## src/hw/rtl/fcv_pkg.sv

```systemverilog
// ----------------------------------------------------------------------------
// fcv_pkg
// Shared constants and types of the valid-mode FIR convolution block.
// ----------------------------------------------------------------------------
package fcv_pkg;

    // Filter geometry
    localparam int MAX_TAPS    = 16;
    localparam int SAMPLE_BITS = 16;
    localparam int TAP_AW      = $clog2(MAX_TAPS);
    localparam int KW          = $clog2(MAX_TAPS + 1);

    // Word field widths
    localparam int VALUE_W   = 16;
    localparam int TAP_IDX_W = 4;
    localparam int CFG_W     = 5;
    localparam int IN_DATA_W = 24;
    localparam int OUT_DATA_W = 16;

    // Tap count after reset
    localparam logic [CFG_W-1:0] TAP_COUNT_RST = CFG_W'(16);

    // Command queue depth between front and back end
    localparam int QDEPTH = 4;
    localparam int QAW    = $clog2(QDEPTH);

    // Item kinds on the input tuser
    localparam logic KIND_COEF   = 1'b0;
    localparam logic KIND_SAMPLE = 1'b1;

    // One classified command for the back end
    typedef struct packed {
        logic                 is_sample;
        logic [TAP_AW-1:0]    tap_idx;
        logic [VALUE_W-1:0]   value;
        logic                 last;
        logic                 emit;
        logic [KW-1:0]        k;
    } t_cmd;

endpackage

```

## src/hw/rtl/fir_convolution_valid_mode.sv

```systemverilog
// ----------------------------------------------------------------------------
// fir_convolution_valid_mode
// Streaming direct-form FIR filter with valid-mode convolution output.
// ----------------------------------------------------------------------------
// Words with tuser 0 load one signed coefficient into slot tdata[3:0]; words
// with tuser 1 shift one Q1.15 sample (tdata[19:4]) into the delay line, and
// once the current block holds tap_count samples each one gives the sum of
// coef[j] * x[n-j], rounded half up, shifted right by 15 and saturated, with
// tuser set on clipping. A tap count of zero acts as one tap and one above
// 16 as 16. tlast on a sample closes the block. A coefficient load or a
// sample that gives no output is handled in the idle state alone; a
// sample that gives an output then runs the multiply, accumulate and output
// states, since one shared multiplier walks the taps one per cycle, and
// stays in S_OUT while the previous word waits for the sink. A four-word
// command queue lets the input side keep accepting while the execution side
// works. The output word is registered, so the next result is computed while
// the sink stalls; once that result is also ready the execution side waits
// and, when the queue is full, input stalls. Write tap_count only while the
// block is idle.
// ----------------------------------------------------------------------------
module fir_convolution_valid_mode (
    input  logic                           i_clk,
    input  logic                           i_rst_n,
    // Configuration: tap_count
    input  logic                           i_cfg_valid,
    output logic                           o_cfg_ready,
    input  logic [fcv_pkg::CFG_W-1:0]      i_cfg_data,
    // Input stream
    input  logic                           i_s_axis_tvalid,
    output logic                           o_s_axis_tready,
    input  logic [fcv_pkg::IN_DATA_W-1:0]  i_s_axis_tdata,  // [3:0] tap_index, [19:4] value
    input  logic                           i_s_axis_tuser,  // [0] kind
    input  logic                           i_s_axis_tlast,  // block_end
    // Output stream
    output logic                           o_m_axis_tvalid,
    input  logic                           i_m_axis_tready,
    output logic [fcv_pkg::OUT_DATA_W-1:0] o_m_axis_tdata,  // [15:0] result
    output logic                           o_m_axis_tuser,  // [0] saturated
    output logic                           o_m_axis_tlast   // block_last
);
    import fcv_pkg::*;

    t_cmd push_cmd;
    t_cmd head_cmd;
    logic push;
    logic pop;
    logic full;
    logic empty;

    fcv_front u_front (
        .i_clk       (i_clk),
        .i_rst_n     (i_rst_n),
        .i_cfg_valid (i_cfg_valid),
        .o_cfg_ready (o_cfg_ready),
        .i_cfg_data  (i_cfg_data),
        .i_in_valid  (i_s_axis_tvalid),
        .o_in_ready  (o_s_axis_tready),
        .i_kind      (i_s_axis_tuser),
        .i_tap_index (i_s_axis_tdata[TAP_IDX_W-1:0]),
        .i_value     (i_s_axis_tdata[TAP_IDX_W +: VALUE_W]),
        .i_block_end (i_s_axis_tlast),
        .o_push      (push),
        .o_cmd       (push_cmd),
        .i_full      (full)
    );

    fcv_queue u_queue (
        .i_clk   (i_clk),
        .i_rst_n (i_rst_n),
        .i_push  (push),
        .i_wdata (push_cmd),
        .o_full  (full),
        .i_pop   (pop),
        .o_rdata (head_cmd),
        .o_empty (empty)
    );

    fcv_back u_back (
        .i_clk        (i_clk),
        .i_rst_n      (i_rst_n),
        .i_cmd        (head_cmd),
        .i_empty      (empty),
        .o_pop        (pop),
        .o_out_valid  (o_m_axis_tvalid),
        .i_out_ready  (i_m_axis_tready),
        .o_result     (o_m_axis_tdata),
        .o_saturated  (o_m_axis_tuser),
        .o_block_last (o_m_axis_tlast)
    );

endmodule

```

## src/hw/rtl/fcv_queue.sv

```systemverilog
// ----------------------------------------------------------------------------
// fcv_queue
// Small FIFO of classified commands between the front and back end.
// ----------------------------------------------------------------------------
module fcv_queue (
    input  logic          i_clk,
    input  logic          i_rst_n,
    input  logic          i_push,
    input  fcv_pkg::t_cmd i_wdata,
    output logic          o_full,
    input  logic          i_pop,
    output fcv_pkg::t_cmd o_rdata,
    output logic          o_empty
);
    import fcv_pkg::*;

    t_cmd           r_mem [QDEPTH];
    logic [QAW:0]   r_wptr;
    logic [QAW:0]   r_rptr;

    assign o_empty = (r_wptr == r_rptr);
    assign o_full  = (r_wptr[QAW-1:0] == r_rptr[QAW-1:0]) && (r_wptr[QAW] != r_rptr[QAW]);
    assign o_rdata = r_mem[r_rptr[QAW-1:0]];

    // Advance pointers
    always_ff @(posedge i_clk) begin
        if (!i_rst_n) begin
            r_wptr <= '0;
            r_rptr <= '0;
        end else begin
            if (i_push && !o_full) begin
                r_wptr <= r_wptr + 1'b1;
            end
            if (i_pop && !o_empty) begin
                r_rptr <= r_rptr + 1'b1;
            end
        end
    end

    // Store entries
    always_ff @(posedge i_clk) begin
        if (i_push && !o_full) begin
            r_mem[r_wptr[QAW-1:0]] <= i_wdata;
        end
    end

endmodule

```

## src/hw/rtl/fcv_front.sv

```systemverilog
// ----------------------------------------------------------------------------
// fcv_front
// Input side: holds the tap count, tracks the block fill and turns each
// accepted word into a command for the back end.
// ----------------------------------------------------------------------------
module fcv_front (
    input  logic                          i_clk,
    input  logic                          i_rst_n,
    input  logic                          i_cfg_valid,
    output logic                          o_cfg_ready,
    input  logic [fcv_pkg::CFG_W-1:0]     i_cfg_data,
    input  logic                          i_in_valid,
    output logic                          o_in_ready,
    input  logic                          i_kind,
    input  logic [fcv_pkg::TAP_IDX_W-1:0] i_tap_index,
    input  logic [fcv_pkg::VALUE_W-1:0]   i_value,
    input  logic                          i_block_end,
    output logic                          o_push,
    output fcv_pkg::t_cmd                 o_cmd,
    input  logic                          i_full
);
    import fcv_pkg::*;

    logic [CFG_W-1:0] r_tap_count;
    logic [KW-1:0]    r_fill;
    logic [KW-1:0]    k_eff;
    logic [KW:0]      fill_p1;
    logic [KW-1:0]    fill_new;
    logic             accept;
    logic             coef_ok;

    assign o_cfg_ready = 1'b1;
    assign o_in_ready  = !i_full;
    assign accept      = i_in_valid && !i_full;

    // Clamp the tap count into one to MAX_TAPS
    always_comb begin
        if (r_tap_count == '0) begin
            k_eff = KW'(1);
        end else if (32'(r_tap_count) > MAX_TAPS) begin
            k_eff = KW'(MAX_TAPS);
        end else begin
            k_eff = KW'(r_tap_count);
        end
    end

    // Count the sample into the block, never beyond the tap count
    assign fill_p1  = {1'b0, r_fill} + 1'b1;
    assign fill_new = (fill_p1 > {1'b0, k_eff}) ? k_eff : fill_p1[KW-1:0];

    // Drop coefficient loads aimed past the last slot
    assign coef_ok = (32'(i_tap_index) < MAX_TAPS);

    // Build the command
    always_comb begin
        o_cmd.is_sample = (i_kind == KIND_SAMPLE);
        o_cmd.tap_idx   = TAP_AW'(i_tap_index);
        o_cmd.value     = i_value;
        o_cmd.last      = i_block_end;
        o_cmd.emit      = (fill_new == k_eff);
        o_cmd.k         = k_eff;
    end
    assign o_push = accept && ((i_kind == KIND_SAMPLE) || coef_ok);

    // Hold tap count and block fill
    always_ff @(posedge i_clk) begin
        if (!i_rst_n) begin
            r_tap_count <= TAP_COUNT_RST;
            r_fill      <= '0;
        end else begin
            if (i_cfg_valid) begin
                r_tap_count <= i_cfg_data;
            end
            if (accept && (i_kind == KIND_SAMPLE)) begin
                r_fill <= i_block_end ? '0 : fill_new;
            end
        end
    end

endmodule

```

## src/hw/rtl/fcv_back.sv

```systemverilog
// ----------------------------------------------------------------------------
// fcv_back
// Execution side: coefficient store, delay line and one shared
// multiply-accumulate unit that walks the taps, then rounds and saturates.
// ----------------------------------------------------------------------------
module fcv_back (
    input  logic                           i_clk,
    input  logic                           i_rst_n,
    input  fcv_pkg::t_cmd                  i_cmd,
    input  logic                           i_empty,
    output logic                           o_pop,
    output logic                           o_out_valid,
    input  logic                           i_out_ready,
    output logic [fcv_pkg::OUT_DATA_W-1:0] o_result,
    output logic                           o_saturated,
    output logic                           o_block_last
);
    import fcv_pkg::*;

    localparam int PROD_W = 2 * VALUE_W;
    localparam int ACC_W  = PROD_W + TAP_AW;
    localparam int SH     = SAMPLE_BITS - 1;
    localparam logic signed [ACC_W-1:0] ACC_OUT_MAX = ACC_W'(32767);
    localparam logic signed [ACC_W-1:0] ACC_OUT_MIN = ACC_W'(-32768);
    localparam logic signed [ACC_W-1:0] ACC_HALF    = ACC_W'(1) <<< (SH - 1);

    typedef enum logic [1:0] {
        S_IDLE,
        S_MUL,
        S_ACC,
        S_OUT
    } t_state;

    t_state                     r_state;
    logic signed [VALUE_W-1:0]  r_coef  [MAX_TAPS];
    logic signed [VALUE_W-1:0]  r_delay [MAX_TAPS];
    logic [TAP_AW-1:0]          r_j;
    logic [TAP_AW-1:0]          r_jlast;
    logic                       r_last;
    logic signed [PROD_W-1:0]   r_prod;
    logic                       r_pv;
    logic signed [ACC_W-1:0]    r_acc;
    logic                       r_out_valid;
    logic [OUT_DATA_W-1:0]      r_result;
    logic                       r_saturated;
    logic                       r_block_last;

    logic signed [PROD_W-1:0]   prod;
    logic signed [ACC_W-1:0]    rnd;
    logic signed [ACC_W-1:0]    y;
    logic [KW-1:0]              k_m1;

    assign o_pop        = (r_state == S_IDLE) && !i_empty;
    assign o_out_valid  = r_out_valid;
    assign o_result     = r_result;
    assign o_saturated  = r_saturated;
    assign o_block_last = r_block_last;

    assign prod = r_coef[r_j] * r_delay[r_j];
    assign rnd  = r_acc + ACC_HALF;
    assign y    = rnd >>> SH;
    assign k_m1 = i_cmd.k - 1'b1;

    // Store coefficients and shift samples in
    always_ff @(posedge i_clk) begin
        if (!i_rst_n) begin
            for (int i = 0; i < MAX_TAPS; i++) begin
                r_coef[i]  <= '0;
                r_delay[i] <= '0;
            end
        end else if (o_pop) begin
            if (i_cmd.is_sample) begin
                for (int i = MAX_TAPS - 1; i > 0; i--) begin
                    r_delay[i] <= r_delay[i-1];
                end
                r_delay[0] <= $signed(i_cmd.value);
            end else begin
                r_coef[i_cmd.tap_idx] <= $signed(i_cmd.value);
            end
        end
    end

    // Sequence the taps and hold the output word
    always_ff @(posedge i_clk) begin
        if (!i_rst_n) begin
            r_state     <= S_IDLE;
            r_out_valid <= 1'b0;
            r_pv        <= 1'b0;
        end else begin
            // Drop the taken output word; the output state reloads it itself
            if (r_out_valid && i_out_ready && (r_state != S_OUT)) begin
                r_out_valid <= 1'b0;
            end
            case (r_state)
                S_IDLE: begin
                    if (o_pop && i_cmd.is_sample && i_cmd.emit) begin
                        r_j     <= '0;
                        r_jlast <= TAP_AW'(k_m1);
                        r_last  <= i_cmd.last;
                        r_acc   <= '0;
                        r_pv    <= 1'b0;
                        r_state <= S_MUL;
                    end
                end
                S_MUL: begin
                    r_prod <= prod;
                    r_pv   <= 1'b1;
                    if (r_pv) begin
                        r_acc <= r_acc + ACC_W'(r_prod);
                    end
                    if (r_j == r_jlast) begin
                        r_state <= S_ACC;
                    end else begin
                        r_j <= r_j + 1'b1;
                    end
                end
                S_ACC: begin
                    r_acc   <= r_acc + ACC_W'(r_prod);
                    r_pv    <= 1'b0;
                    r_state <= S_OUT;
                end
                S_OUT: begin
                    // Load the output word once the previous one is taken
                    if (!r_out_valid || i_out_ready) begin
                        r_out_valid  <= 1'b1;
                        r_block_last <= r_last;
                        if (y > ACC_OUT_MAX) begin
                            r_result    <= OUT_DATA_W'(ACC_OUT_MAX);
                            r_saturated <= 1'b1;
                        end else if (y < ACC_OUT_MIN) begin
                            r_result    <= OUT_DATA_W'(ACC_OUT_MIN);
                            r_saturated <= 1'b1;
                        end else begin
                            r_result    <= OUT_DATA_W'(y);
                            r_saturated <= 1'b0;
                        end
                        r_state <= S_IDLE;
                    end
                end
                default: begin
                    r_state <= S_IDLE;
                end
            endcase
        end
    end

endmodule

```

## config.mk

```make
export PLATFORM = sky130hd
export DESIGN_NAME = fir_convolution_valid_mode
export DESIGN_NICKNAME = d
export VERILOG_FILES = /design/src/hw/rtl/fcv_pkg.sv /design/src/hw/rtl/fir_convolution_valid_mode.sv /design/src/hw/rtl/fcv_queue.sv /design/src/hw/rtl/fcv_front.sv /design/src/hw/rtl/fcv_back.sv
export SDC_FILE = /design/constraint.sdc
export NUM_CORES = 2
export LEC_CHECK = 0
export BUFFER_PORTS_ARGS = -buffer_cell sky130_fd_sc_hd__clkbuf_2
export CAP_MARGIN = 20
export CORE_ASPECT_RATIO = 0.75
export CORE_MARGIN = 1
export CORE_UTILIZATION = 46
export DETAILED_ROUTE_END_ITERATION = 12
export PLACE_DENSITY_LB_ADDON = 0.25
export RECOVER_POWER = 50
export SYNTH_ARGS = -nofsm -noshare
export SYNTH_HDL_FRONTEND = slang
export SYNTH_SLANG_ARGS = --single-unit
export TNS_END_PERCENT = 20
```

## constraint.sdc

```tcl
create_clock -name i_clk -period 11.75 [get_ports i_clk]
set_clock_uncertainty 0.05 [all_clocks]
set_input_delay 0.5875 -clock i_clk [delete_from_list [all_inputs] [get_ports i_clk]]
set_output_delay 0.5875 -clock i_clk [all_outputs]
set_load 0.05 [all_outputs]
```

==> load_flow_metrics.sql <==
INSERT INTO impl_metrics (metric_group, metric, value, unit) VALUES
('cells_and_area', 'postLayoutCoreUtil', '0.511', ''),
('status', 'violations', 'DRC, capacitance limit, slew limit', ''),
('worst_setup_path', 'critical-path-top-cell-by-count', 'sky130_fd_sc_hd__clkbuf_1', ''),
('route', 'route.detailed.vias_per_inst', '5.57', ''),
('worst_hold_path', 'hold_path_origin', 'i_cfg_data[4]', ''),
('synth', 'synth_area_per_cell', '12.7', 'sq um'),
('status', 'result_of_the_run', 'finished, violations left', ''),
('sta', 'worstMarginPinSlew', '4.05', 'ns'),
('cells_and_area', 'fraction_of_layout_instances_using_a_drive_strength_above_1', '0.115', ''),
('placement', 'placed_cells', '4553', ''),
('synth', 'syn_area', '0.0431', 'sq mm'),
('synth', 'synth-async-reset-ratio', '0', ''),
('cells_and_area', 'final_net_count', '3840', ''),
('synth', 'synth_warnings', '0', ''),
('route', 'detail_route.wirelength', '95000', 'um'),
('clock_tree', 'clock_insertion_delay_worst_skew', '0.70', 'ns'),
('sta', 'hold_slack', '0.101', 'ns'),
('floorplan', 'die_height', '267', 'um'),
('clock_tree', 'post-cts-setup-buffers', '0', ''),
('sta', 'hold_viol', '0', ''),
('sta', 'relSlewSlack', '-1.70', ''),
('clock_tree', 'tritoncts_buffer_count', '76', ''),
('sta', 'final_period_minus_worst_setup_slack', '9.40', 'ns'),
('sta', 'finalSetupViolations', '0', ''),
('cells_and_area', 'antennaDiodeCount', '0', ''),
('floorplan', 'io-pin-count', '57', ''),
('clock_tree', 'clock_tree.root_cell', 'sky130_fd_sc_hd__clkbuf_16', ''),
('synth', 'synth_flop_cell', 'sky130_fd_sc_hd__edfxtp_1', ''),
('sta', 'rsz0062_at_grt', 'false', ''),
('grt', 'first_global_vias', '26516', ''),
('sta', 'fin_crit_sh', '0.800', ''),
('sta', 'timing.fmax', '106', 'MHz'),
('clock_tree', 'cts_hold_buf', '0', ''),
('clock_tree', 'number_of_gates_given_a_new_drive_strength_after_cts', '0', ''),
('cells_and_area', 'mostFrequentLayoutCell', 'sky130_fd_sc_hd__edfxtp_1', ''),
('placement', 'place_congestion', '0.846', ''),
('worst_setup_path', 'crit_path_end_kind', 'flip-flop', ''),
('synth', 'synthesis.instances', '3398', ''),
('worst_setup_path', 'cp_top_family', 'buffers and inverters', ''),
('synth', 'synth.ff_latch_count', '741', ''),
('job', 'maxCapViolations', '8', ''),
('worst_setup_path', 'worstPathArrival', '9.80', 'ns'),
('synth', 'yosysSeqAreaShare', '0.510', ''),
('floorplan', 'placement_rows', '96', ''),
('floorplan', 'initial_core_util', '0.468', ''),
('sta', 'report.final.slew_viol_count', '486', ''),
('cells_and_area', 'final_cells', '4690', ''),
('synth', 'synth_enable_flop_cells', '715', ''),
('synth', 'synthDistinctLibCells', '77', ''),
('sta', 'final.setup.tns', '0', 'ns'),
('route', 'vias', '26128', ''),
('cells_and_area', 'filler_cell_count', '7908', ''),
('grt', 'antenna_found_initial', '0', ''),
('worst_setup_path', 'timing.setup.critical_path_class', 'flip-flop to flip-flop', ''),
('grt', 'globalRouteOverflowTotal', '0', ''),
('grt', 'grt_max_degree', '98', ''),
('route', 'dr.pass1.iters', '9', ''),
('grt', 'first_pass_grt_wire_length', '153000', 'um'),
('cells_and_area', 'syn_to_final_growth', '9.15', '%'),
('clock_tree', 'clkSlewWorstSetupHoldPaths', '0.06', 'ns'),
('floorplan', 'die_area', '0.0950', 'sq mm'),
('route', 'remaining_drc_errors', '6', ''),
('worst_setup_path', 'crit_path_max_incr_delay', '2.87', 'ns'),
('worst_setup_path', 'worst_setup_path_start_kind', 'flip-flop', ''),
('clock_tree', 'ctsLongestPathBuffers', '3', ''),
('grt', 'global_route.usage.total', '0.207', ''),
('worst_setup_path', 'worstPathMaxFanout', '94', ''),
('route', 'drt_iter0_markers', '2425', ''),
('cells_and_area', 'multi_input_comb_area', '0.0191', 'sq mm'),
('clock_tree', 'cts_h_tree_depth', '3', ''),
('floorplan', 'floorplan.die.width', '356', 'um');
## tightest hold or removal path, cell delays in order
cell and delay, ns:
sky130_fd_sc_hd__clkbuf_2 0.08, sky130_fd_sc_hd__nand2_1 0.05, sky130_fd_sc_hd__o211ai_1 0.07
## metrics by stage
step,setup slack (ns),cell area (sq um)
6_report,2.35,47100
5_1_grt,1.37,47100
4_1_cts,2.52,47300
3_5_place_dp,2.55,44700
3_3_place_gp,2.59,44700
2_1_floorplan,3.45,43100
## logic make-up (layout without fill, tap and decap cells)
logic type	count (synthesis)	after routing	synth area share
buffers and inverters	521	588	0.0480
flip-flops	741	741	0.510
multiplexers	245	245	0.101
other	1	1	0.0000869
XOR/XNOR	93	93	0.0189
adder cells (fa/ha/maj)	398	398	0.161
AO/OA/AOI/OAI	259	259	0.0390
AND/OR/NAND/NOR	1140	1140	0.122
## path summary, 6_finish.rpt
path | to | slack, ns | cells past startpoint
min | u_front.r_tap_count[4] | 0.10 | 3
max reg2reg | u_back.r_delay[0][14] | 2.35 | 7
min reg2reg | u_back.o_block_last | 0.37 | 0
max | u_back.r_delay[0][14] | 2.35 | 7
## synthesized netlist by cell type, drive strengths merged (16+ instances only)
master | instances | area, sq um
edfxtp | 715 | 21500
nor2 | 509 | 1920
inv | 343 | 1290
fa | 263 | 5270
and3 | 254 | 1590
nand2 | 225 | 845
mux4 | 147 | 3310
ha | 135 | 1690
clkbuf | 117 | 449
o21ai | 95 | 524
xnor2 | 62 | 543
buf | 61 | 333
a21oi | 52 | 264
mux2i | 52 | 521
mux2 | 46 | 518
nand2b | 32 | 200
xor2 | 31 | 272
nor3 | 27 | 140
dfxtp | 26 | 521
a21o | 25 | 188
nand3 | 24 | 120
o21a | 19 | 143
nor2b | 16 | 100
## state kept, by name, summed over array words and instances, names as in the netlist, 5 cells and up, named ones only
name,flops
u_back.r_acc,36
u_back.r_coef,256
u_front.r_tap_count,5
u_back.o_result,16
u_front.r_fill,5
u_queue.r_mem,108
u_back.r_delay,256
u_back.r_prod,32
## area by class of cell
class	count	area share
multi-input combinational	2136	0.405
sequential	741	0.467
clock buffer	95	0.0423
timing repair buffer	108	0.0130
inverter	343	0.0273
clock inverter	42	0.0126
tap	1225	0.0325
## layer usage
| metal | vias up | global-route usage | wire length (um) |
|---|---|---|---|
| li1 | 11907 | - | - |
| met5 | - | 0 | 0 |
| met4 | 0 | 0.0504 | 1830 |
| met3 | 118 | 0.0336 | 6360 |
| met1 | 13297 | 0.316 | 45400 |
| met2 | 806 | 0.308 | 41400 |
Power is not shown: default switching activity piles up to over one toggle a cycle in this logic, so the estimate is an artifact.
